==> config.mk <==
export PLATFORM = sky130hd
export DESIGN_NAME = rgbc_to_hsl_percent
export DESIGN_NICKNAME = d
export VERILOG_FILES = /design/src/design/rgbc_pkg.sv /design/src/design/rgbc_div_cell.sv /design/src/design/rgbc_to_hsl_percent.sv
export SDC_FILE = /design/constraint.sdc
export NUM_CORES = 2
export LEC_CHECK = 0
export ABC_AREA = 0
export BUFFER_PORTS_ARGS = -buffer_cell sky130_fd_sc_hd__buf_2
export CAP_MARGIN = 15
export CORE_MARGIN = 4
export CORE_UTILIZATION = 30
export CTS_BUF_LIST = sky130_fd_sc_hd__clkbuf_8 sky130_fd_sc_hd__clkbuf_16
export CTS_CLUSTER_DIAMETER = 30
export DETAILED_ROUTE_END_ITERATION = 10
export GPL_ROUTABILITY_DRIVEN = 0
export PLACE_DENSITY = 0.54
export SLEW_MARGIN = 20
export SYNTH_ARGS = -nofsm -noshare
export SYNTH_HDL_FRONTEND = slang
export SYNTH_HIERARCHICAL = 1
export SYNTH_SLANG_ARGS = --single-unit
==> constraint.sdc <==
create_clock -name i_clk -period 48.6 [get_ports i_clk]
set_input_delay 2.43 -clock i_clk [delete_from_list [all_inputs] [get_ports i_clk]]
set_output_delay 2.43 -clock i_clk [all_outputs]
set_load 0.03 [all_outputs]
==> src/design/rgbc_pkg.sv <==
// shared constants and types for the rgbc to hsl percent converter
`timescale 1ns / 1ps
package rgbc_pkg;
    localparam int QUOT_W   = 7;     // quotient bits produced by one divider chain
    localparam int PCT_W    = 7;     // percent values 0..100
    localparam int HSL_REM_W = 14;   // numerators of the hue and saturation divides
    localparam int HSL_DEN_W = 8;    // divisors of the hue and saturation divides
    localparam int HUE_W    = 9;

    localparam logic [PCT_W-1:0]     PCT_FULL  = 7'd100;
    localparam logic [PCT_W-1:0]     L_HALF    = 7'd50;
    localparam logic [HSL_DEN_W-1:0] SUM_FULL  = 8'd200;
    localparam logic [6:0]           HUE_SCALE = 7'd60;
    localparam logic [HUE_W-1:0]     HUE_RED   = 9'd360;
    localparam logic [HUE_W-1:0]     HUE_GREEN = 9'd120;
    localparam logic [HUE_W-1:0]     HUE_BLUE  = 9'd240;

    typedef enum logic [1:0] {
        SEC_RED,
        SEC_GREEN,
        SEC_BLUE
    } t_sector;

    typedef struct packed {
        logic             err;
        logic [2:0]       clamp;   // red, green, blue at or above 128 percent
    } t_pct_side;

    typedef struct packed {
        logic             err;
        logic             grey;
        logic             neg;
        t_sector          sector;
        logic [PCT_W-1:0] light;
    } t_hsl_side;
endpackage

==> src/design/rgbc_div_cell.sv <==
// one restoring division step: compares against the shifted divisor and passes on
`timescale 1ns / 1ps
module rgbc_div_cell
    import rgbc_pkg::*;
#(
    parameter int W  = 23,
    parameter int DW = 16,
    parameter int K  = 0
) (
    input  logic              i_clk,
    input  logic              i_en,
    input  logic [W-1:0]      i_rem,
    input  logic [DW-1:0]     i_den,
    input  logic [QUOT_W-1:0] i_q,
    output logic [W-1:0]      o_rem,
    output logic [DW-1:0]     o_den,
    output logic [QUOT_W-1:0] o_q
);
    localparam int CW = (W > DW + K) ? W : DW + K;

    logic [CW-1:0]     w_rem_x;
    logic [CW-1:0]     w_den_x;
    logic              w_ge;
    logic [W-1:0]      n_rem;
    logic [QUOT_W-1:0] n_q;
    logic [W-1:0]      r_rem;
    logic [DW-1:0]     r_den;
    logic [QUOT_W-1:0] r_q;

    always_comb begin
        w_rem_x = CW'(i_rem);
        w_den_x = CW'(i_den) << K;
        w_ge    = (w_rem_x >= w_den_x);
        n_rem   = w_ge ? W'(w_rem_x - w_den_x) : i_rem;
        n_q     = {i_q[QUOT_W-2:0], w_ge};
    end

    always_ff @(posedge i_clk) begin
        if (i_en) begin
            r_rem <= n_rem;
            r_den <= i_den;
            r_q   <= n_q;
        end
    end

    assign o_rem = r_rem;
    assign o_den = r_den;
    assign o_q   = r_q;
endmodule

==> src/design/rgbc_to_hsl_percent.sv <==
// top level: rgbc sample to integer hue, saturation and lightness
`timescale 1ns / 1ps
// usage
//   input channel: i_valid / o_stall carries one request of red, green, blue and
//   clear counts; a request is taken at an edge with i_valid high and o_stall low
//   output channel: o_valid / i_stall carries hue, saturation, lightness and the
//   divide error flag, one result for every request, in order
//   path: input register, percent chain, mid register, hsl chain, output register
//   throughput: one request per cycle while o_stall is low, set by pipelined chains of seven
//   division cells (percent scaling, then hue and saturation), each cell one quotient bit
//   stalls: a result held by i_stall stays on the output register; one more result
//   goes into a skid register, and only while the skid is full is o_stall high and
//   the whole pipeline frozen
//   reset: synchronous active low, empties all stages; no results appear until new
//   requests arrive
//   a clear count of zero gives divide_error and zero hue, saturation, lightness
module rgbc_to_hsl_percent
    import rgbc_pkg::*;
#(
    parameter int SAMPLE_WIDTH = 16
) (
    input  logic                    i_clk,
    input  logic                    i_rst_n,
    input  logic                    i_valid,
    output logic                    o_stall,
    input  logic [SAMPLE_WIDTH-1:0] i_red_count,
    input  logic [SAMPLE_WIDTH-1:0] i_green_count,
    input  logic [SAMPLE_WIDTH-1:0] i_blue_count,
    input  logic [SAMPLE_WIDTH-1:0] i_clear_count,
    output logic                    o_valid,
    input  logic                    i_stall,
    output logic [HUE_W-1:0]        o_hue,
    output logic [PCT_W-1:0]        o_saturation,
    output logic [PCT_W-1:0]        o_lightness,
    output logic                    o_divide_error
);
    localparam int SW = SAMPLE_WIDTH;
    localparam int NW = SW + QUOT_W;           // count times 100 fits here
    localparam int NCELL = QUOT_W;
    localparam int NSTG = 2 * NCELL + 2;       // input, chain, mid, chain

    // pipeline advance: frozen only while the skid holds a result
    logic w_en;
    logic [NSTG-1:0] r_v;
    logic r_skid_v;
    assign w_en    = !r_skid_v;
    assign o_stall = r_skid_v;

    // ---------------- percent chain ----------------
    logic [NW-1:0]     w_prem [3][NCELL+1];
    logic [SW-1:0]     w_pden [3][NCELL+1];
    logic [QUOT_W-1:0] w_pq   [3][NCELL+1];
    t_pct_side         r_pside [NCELL+1];

    logic [SW-1:0] w_cnt [3];
    logic [NW-1:0] w_num [3];
    logic [NW-1:0] w_lim;
    logic [2:0]    w_clamp;
    logic [NW-1:0] r_num [3];
    logic [SW-1:0] r_clr;

    assign w_cnt[0] = i_red_count;
    assign w_cnt[1] = i_green_count;
    assign w_cnt[2] = i_blue_count;
    // at 128 percent or above the 7 bit quotient would overflow: clamp outright
    assign w_lim = NW'(i_clear_count) << QUOT_W;

    always_comb begin
        for (int c = 0; c < 3; c++) begin
            w_num[c]   = NW'(w_cnt[c]) * NW'(PCT_FULL);
            w_clamp[c] = (w_num[c] >= w_lim);
        end
    end

    always_ff @(posedge i_clk) begin
        if (w_en) begin
            for (int c = 0; c < 3; c++) begin
                r_num[c] <= w_clamp[c] ? '0 : w_num[c];
            end
            r_clr            <= i_clear_count;
            r_pside[0].err   <= (i_clear_count == '0);
            r_pside[0].clamp <= w_clamp;
            for (int s = 1; s <= NCELL; s++) begin
                r_pside[s] <= r_pside[s-1];
            end
        end
    end

    genvar gc, gs;
    generate
        for (gc = 0; gc < 3; gc++) begin : g_pct
            assign w_prem[gc][0] = r_num[gc];
            assign w_pden[gc][0] = r_clr;
            assign w_pq[gc][0]   = '0;
            for (gs = 0; gs < NCELL; gs++) begin : g_cell
                rgbc_div_cell #(.W(NW), .DW(SW), .K(NCELL - 1 - gs)) u_cell (
                    .i_clk (i_clk),
                    .i_en  (w_en),
                    .i_rem (w_prem[gc][gs]),
                    .i_den (w_pden[gc][gs]),
                    .i_q   (w_pq[gc][gs]),
                    .o_rem (w_prem[gc][gs+1]),
                    .o_den (w_pden[gc][gs+1]),
                    .o_q   (w_pq[gc][gs+1])
                );
            end
        end
    endgenerate

    // ---------------- mid stage: max, min, sector ----------------
    logic [PCT_W-1:0] w_pct [3];
    logic [PCT_W-1:0] w_mx, w_mn, w_a, w_b, w_mag, w_dif;
    logic [HSL_DEN_W-1:0] w_sum, w_sden;
    logic [PCT_W-1:0] w_light;
    t_sector          w_sec;
    logic             w_neg;

    always_comb begin
        for (int c = 0; c < 3; c++) begin
            if (r_pside[NCELL].clamp[c] || (w_pq[c][NCELL] > PCT_FULL)) begin
                w_pct[c] = PCT_FULL;
            end else begin
                w_pct[c] = w_pq[c][NCELL];
            end
        end
        // ties: red over green, green over blue
        if (w_pct[0] >= w_pct[1] && w_pct[0] >= w_pct[2]) begin
            w_sec = SEC_RED;
            w_mx  = w_pct[0];
            w_a   = w_pct[1];
            w_b   = w_pct[2];
        end else if (w_pct[1] >= w_pct[2]) begin
            w_sec = SEC_GREEN;
            w_mx  = w_pct[1];
            w_a   = w_pct[2];
            w_b   = w_pct[0];
        end else begin
            w_sec = SEC_BLUE;
            w_mx  = w_pct[2];
            w_a   = w_pct[0];
            w_b   = w_pct[1];
        end
        w_mn    = (w_a < w_b) ? w_a : w_b;
        w_neg   = (w_a < w_b);
        w_mag   = w_neg ? (w_b - w_a) : (w_a - w_b);
        w_dif   = w_mx - w_mn;
        w_sum   = HSL_DEN_W'(w_mx) + HSL_DEN_W'(w_mn);
        w_light = PCT_W'(w_sum >> 1);
        w_sden  = (w_light <= L_HALF) ? w_sum : (SUM_FULL - w_sum);
    end

    logic [HSL_REM_W-1:0] r_hnum, r_snum;
    logic [HSL_DEN_W-1:0] r_hden, r_sden;
    t_hsl_side            r_hside [NCELL+1];

    always_ff @(posedge i_clk) begin
        if (w_en) begin
            r_hnum            <= HSL_REM_W'(w_mag) * HSL_REM_W'(HUE_SCALE);
            r_snum            <= HSL_REM_W'(w_dif) * HSL_REM_W'(PCT_FULL);
            r_hden            <= HSL_DEN_W'(w_dif);
            r_sden            <= w_sden;
            r_hside[0].err    <= r_pside[NCELL].err;
            r_hside[0].grey   <= (w_dif == '0);
            r_hside[0].neg    <= w_neg;
            r_hside[0].sector <= w_sec;
            r_hside[0].light  <= w_light;
            for (int s = 1; s <= NCELL; s++) begin
                r_hside[s] <= r_hside[s-1];
            end
        end
    end

    // ---------------- hue and saturation chain ----------------
    logic [HSL_REM_W-1:0] w_hrem [2][NCELL+1];
    logic [HSL_DEN_W-1:0] w_hden [2][NCELL+1];
    logic [QUOT_W-1:0]    w_hq   [2][NCELL+1];

    assign w_hrem[0][0] = r_hnum;
    assign w_hden[0][0] = r_hden;
    assign w_hrem[1][0] = r_snum;
    assign w_hden[1][0] = r_sden;

    generate
        for (gc = 0; gc < 2; gc++) begin : g_hsl
            assign w_hq[gc][0] = '0;
            for (gs = 0; gs < NCELL; gs++) begin : g_cell
                rgbc_div_cell #(.W(HSL_REM_W), .DW(HSL_DEN_W), .K(NCELL - 1 - gs)) u_cell (
                    .i_clk (i_clk),
                    .i_en  (w_en),
                    .i_rem (w_hrem[gc][gs]),
                    .i_den (w_hden[gc][gs]),
                    .i_q   (w_hq[gc][gs]),
                    .o_rem (w_hrem[gc][gs+1]),
                    .o_den (w_hden[gc][gs+1]),
                    .o_q   (w_hq[gc][gs+1])
                );
            end
        end
    endgenerate

    // ---------------- final assembly ----------------
    t_hsl_side        w_fs;
    logic [HUE_W-1:0] w_hq9, w_base, w_hue;
    logic [PCT_W-1:0] w_sat, w_lgt;

    always_comb begin
        w_fs  = r_hside[NCELL];
        w_hq9 = HUE_W'(w_hq[0][NCELL]);
        case (w_fs.sector)
            SEC_RED:   w_base = w_fs.neg ? HUE_RED : '0;
            SEC_GREEN: w_base = HUE_GREEN;
            SEC_BLUE:  w_base = HUE_BLUE;
            default:   w_base = '0;
        endcase
        w_hue = w_fs.neg ? (w_base - w_hq9) : (w_base + w_hq9);
        w_sat = w_hq[1][NCELL];
        w_lgt = w_fs.light;
        if (w_fs.err) begin
            w_hue = '0;
            w_sat = '0;
            w_lgt = '0;
        end else if (w_fs.grey) begin
            w_hue = '0;
            w_sat = '0;
        end
    end

    // ---------------- output register and skid ----------------
    logic r_out_v;
    logic [HUE_W-1:0] r_hue, r_skid_hue;
    logic [PCT_W-1:0] r_sat, r_lgt, r_skid_sat, r_skid_lgt;
    logic r_err, r_skid_err;
    logic w_tail_v;
    assign w_tail_v = r_v[NSTG-1];

    always_ff @(posedge i_clk) begin
        if (!i_rst_n) begin
            r_v      <= '0;
            r_out_v  <= 1'b0;
            r_skid_v <= 1'b0;
        end else begin
            if (w_en) begin
                r_v <= {r_v[NSTG-2:0], i_valid};
                if (!r_out_v || !i_stall) begin
                    r_out_v <= w_tail_v;
                end else if (w_tail_v) begin
                    r_skid_v <= 1'b1;
                end
            end else if (!i_stall) begin
                // skid drains into the output register
                r_skid_v <= 1'b0;
            end
        end
    end

    always_ff @(posedge i_clk) begin
        if (w_en) begin
            if (!r_out_v || !i_stall) begin
                r_hue <= w_hue;
                r_sat <= w_sat;
                r_lgt <= w_lgt;
                r_err <= w_fs.err;
            end else begin
                r_skid_hue <= w_hue;
                r_skid_sat <= w_sat;
                r_skid_lgt <= w_lgt;
                r_skid_err <= w_fs.err;
            end
        end else if (!i_stall) begin
            r_hue <= r_skid_hue;
            r_sat <= r_skid_sat;
            r_lgt <= r_skid_lgt;
            r_err <= r_skid_err;
        end
    end

    assign o_valid        = r_out_v;
    assign o_hue          = r_hue;
    assign o_saturation   = r_sat;
    assign o_lightness    = r_lgt;
    assign o_divide_error = r_err;

    // skid only ever holds a result behind a waiting output
    a_skid_behind_out: assert property (@(posedge i_clk) disable iff (!i_rst_n)
        r_skid_v |-> r_out_v)
        else $error("skid full without output result");

    // draining the skid keeps a result on the output
    a_skid_drain: assert property (@(posedge i_clk) disable iff (!i_rst_n)
        (r_skid_v && !i_stall) |=> (r_out_v && !r_skid_v))
        else $error("skid drain lost a result");

    // error results carry zero fields
    a_err_zero: assert property (@(posedge i_clk) disable iff (!i_rst_n)
        (r_out_v && r_err) |-> (r_hue == '0 && r_sat == '0 && r_lgt == '0))
        else $error("divide error with nonzero fields");

    // hue stays within 0..360
    a_hue_range: assert property (@(posedge i_clk) disable iff (!i_rst_n)
        r_out_v |-> (r_hue <= HUE_RED))
        else $error("hue out of range");
endmodule

==> run_results.csv <==
group,metric,value,unit
clock_network,cts_buf_count,324,
yosys,yosysWarnings,6,
timing,finalCritPeriodShare,18.4,%
yosys,netlist_instances,7218,
setup_path,crit_fanout,39,
clock_network,tritoncts,"yes",
timing,worst_clock_skew,84.1,ps
yosys,syn_area_per_cell,11.7,µm²
timing,drv_slew,0,
timing,setup_viol_count_final,0,
final_layout,syn_to_final_growth,18.0,%
place,post-dp-hpwl,129000,µm
final_layout,fin_nets,8425,
floorplan,num_rows,194,
timing,max_slew.worst_pin.slew,1060,ps
clock_network,cts.sinks,1413,
routing,initialDrtViolationCount,2795,
routing,drt_drc_violations_left,0,
final_layout,final-instance-count-excl-fill,11500,
global_routing,global_route.overflow_total,0,
setup_path,critical_path_max_stage_delay,570,ps
floorplan,full_die_area,291000,µm²
global_routing,largest_net_degree_at_the_start_of_global_routing,206,
worst_hold_path,hold_path_class,"reg2reg",
clock_network,post_cts_resize_count,0,
setup_path,library_cell_appearing_most_often_on_the_critical_path,"sky130_fd_sc_hd__ha_1",
final_layout,post_route_cells_drive_above_1_share,14.2,%
timing,setup_tns,0,ps
clock_network,ctsHtreeMaxLevel,5,
timing,finalHoldViolations,0,
run_status,status,"completed",
routing,via_count,54300,
run,max_cap_viol_count,0,
clock_network,path_clk_slew,50,ps
global_routing,number_of_antenna_violations_at_the_first_check_in_global_routing,0,
routing,routed_wirelength,173000,µm
floorplan,design.core.area,280000,µm²
clock_network,worst_skew_pair.late_latency,920,ps
clock_network,clock_tree.root_cell,"sky130_fd_sc_hd__clkbuf_16",
setup_path,timing_worst_setup_path_type,"reg2reg",
clock_network,cts_hold_repair.buffers,0,
routing,detailed_routing_iterations_pass_1,6,
setup_path,cp_data_required_time,49190,ps
floorplan,die_w,539,µm
clock_network,cts-root-to-sink-buffers,4,
final_layout,fillCellCount,27300,
global_routing,global_route_wire_length_before_repair,283000,µm
clock_network,setup_buffers_after_cts,0,
timing,finalWorstPathRequiredPeriod,8940,ps
routing,routed_wire_length_per_instance,15.0,µm
place,place_inst,10900,
setup_path,endpoint_kind,"flop",
setup_path,crit_path_start_kind,"flop",
setup_path,cpMaxStageDelayCell,"sky130_fd_sc_hd__edfxtp_1",
place,io_buffers,93,
setup_path,cp_data_arrival_time,9530,ps
global_routing,vias_in_the_first_global_route,55000,
timing,slew-limit-headroom,29.2,%
floorplan,boundaryPins,94,
timing,fmax,0.112,GHz
floorplan,floorplan.die.height,539,µm
global_routing,groute.usage.overall,11.6,%
floorplan,start_util,30.2,%
final_layout,fin_util,35.7,%
yosys,synthesis.area,84700,µm²
timing,unrepaired_setup_endpoints_after_global_routing,"false",
routing,drt.antenna.violating_nets,0,
routing,vias_per_cell,4.71,
==> cell usage in the layout, fill, tap and decap left out, types with 50 or more instances in the layout <==
master and count:
sky130_fd_sc_hd__edfxtp_1 1395, sky130_fd_sc_hd__mux2_4 74, sky130_fd_sc_hd__xnor2_1 252, sky130_fd_sc_hd__a21oi_1 441, sky130_fd_sc_hd__buf_2 93, sky130_fd_sc_hd__nand2b_1 78, sky130_fd_sc_hd__mux2i_1 62, sky130_fd_sc_hd__a211oi_1 74
sky130_fd_sc_hd__mux2_2 72, sky130_fd_sc_hd__nand3_1 116, sky130_fd_sc_hd__o21ai_0 293, sky130_fd_sc_hd__o211ai_1 52, sky130_fd_sc_hd__clkbuf_16 329, sky130_fd_sc_hd__o21a_1 67, sky130_fd_sc_hd__o21bai_1 51, sky130_fd_sc_hd__nor3_1 120
sky130_fd_sc_hd__inv_1 882, sky130_fd_sc_hd__nor2_1 362, sky130_fd_sc_hd__ha_1 735, sky130_fd_sc_hd__xor2_1 163, sky130_fd_sc_hd__nor2b_1 116, sky130_fd_sc_hd__a21o_1 148, sky130_fd_sc_hd__fa_1 79, sky130_fd_sc_hd__nand2_1 409
sky130_fd_sc_hd__and2_1 50, sky130_fd_sc_hd__and3_1 57
==> flip-flops by register name, indices dropped and copies added, names as in the netlist, 11 cells and up <==
register,flops
g_pct.g_cell.u_cell/o_q,84
g_pct.g_cell.u_cell/o_rem,414
r_hnum,11
g_hsl.g_cell.u_cell/o_den,96
g_hsl.g_cell.u_cell/o_q,56
r_v,16
r_num,63
g_hsl.g_cell.u_cell/o_rem,168
r_hside,96
r_clr,16
g_pct.g_cell.u_cell/o_den,288
r_pside,32
==> critical path: cells and delay by family (launching register included) <==
family	cells	cell delay, ps
AOI/OAI and AO/OA	14	3380
adders and majority gates	7	2170
and+or+nand+nor	6	850
buffers and inverters	4	770
DFF	1	570
xor gates and xnor gates	3	500
muxes	2	380
==> area by class of cell <==
| type | count | area, µm² | area share [%] |
|---|---|---|---|
| Clock inverter | 238 | 2450 | 2.45 |
| Clock buffer | 332 | 8270 | 8.27 |
| Multi-Input combinational cell | 4817 | 38300 | 38.3 |
| Antenna cell | 1 | 2.50 | 0.00250 |
| Tap cell | 3724 | 4660 | 4.66 |
| Inverter | 860 | 3260 | 3.26 |
| Timing Repair Buffer | 127 | 791 | 0.791 |
| Sequential cell | 1413 | 42300 | 42.3 |
==> metrics by stage <==
stage	worst slack [ps]	instance area [µm²]	hold WS, ps
2_1_floorplan	6750	84800	400
3_3_place_gp	39700	89200	400
3_5_place_dp	39850	89200	405
4_1_cts	39750	100000	365
5_1_grt	38790	100000	369
6_report	39660	100000	375
==> final timing paths <==
path	from	endpoint	slack, ps	cells after the start
worst max register to register	r_pside[1][12]$_DFFE_PN_	r_snum[13]$_DFFE_PN_	39660	36
worst min-delay path	g_hsl[0].g_cell[1].u_cell/o_q[1]$_DFFE_PP_	g_hsl[0].g_cell[2].u_cell/o_q[2]$_DFFE_PP_	380	0
worst min register to register	g_hsl[0].g_cell[1].u_cell/o_q[1]$_DFFE_PP_	g_hsl[0].g_cell[2].u_cell/o_q[2]$_DFFE_PP_	380	0
worst max-delay path	r_pside[1][12]$_DFFE_PN_	r_snum[13]$_DFFE_PN_	39660	36
==> metal layers <==
layer / global-route usage, % / vias up / wire, µm
met2: 19.3 / 1138 / 80600
li1: - / 27200 / -
met3: 1.99 / 447 / 6450
met4: 5.58 / 0 / 7680
met5: 0 / - / 0
met1: 14.7 / 25500 / 77800
Power is not shown: default switching activity piles up to over one toggle a cycle in this logic, so the estimate is an artifact.
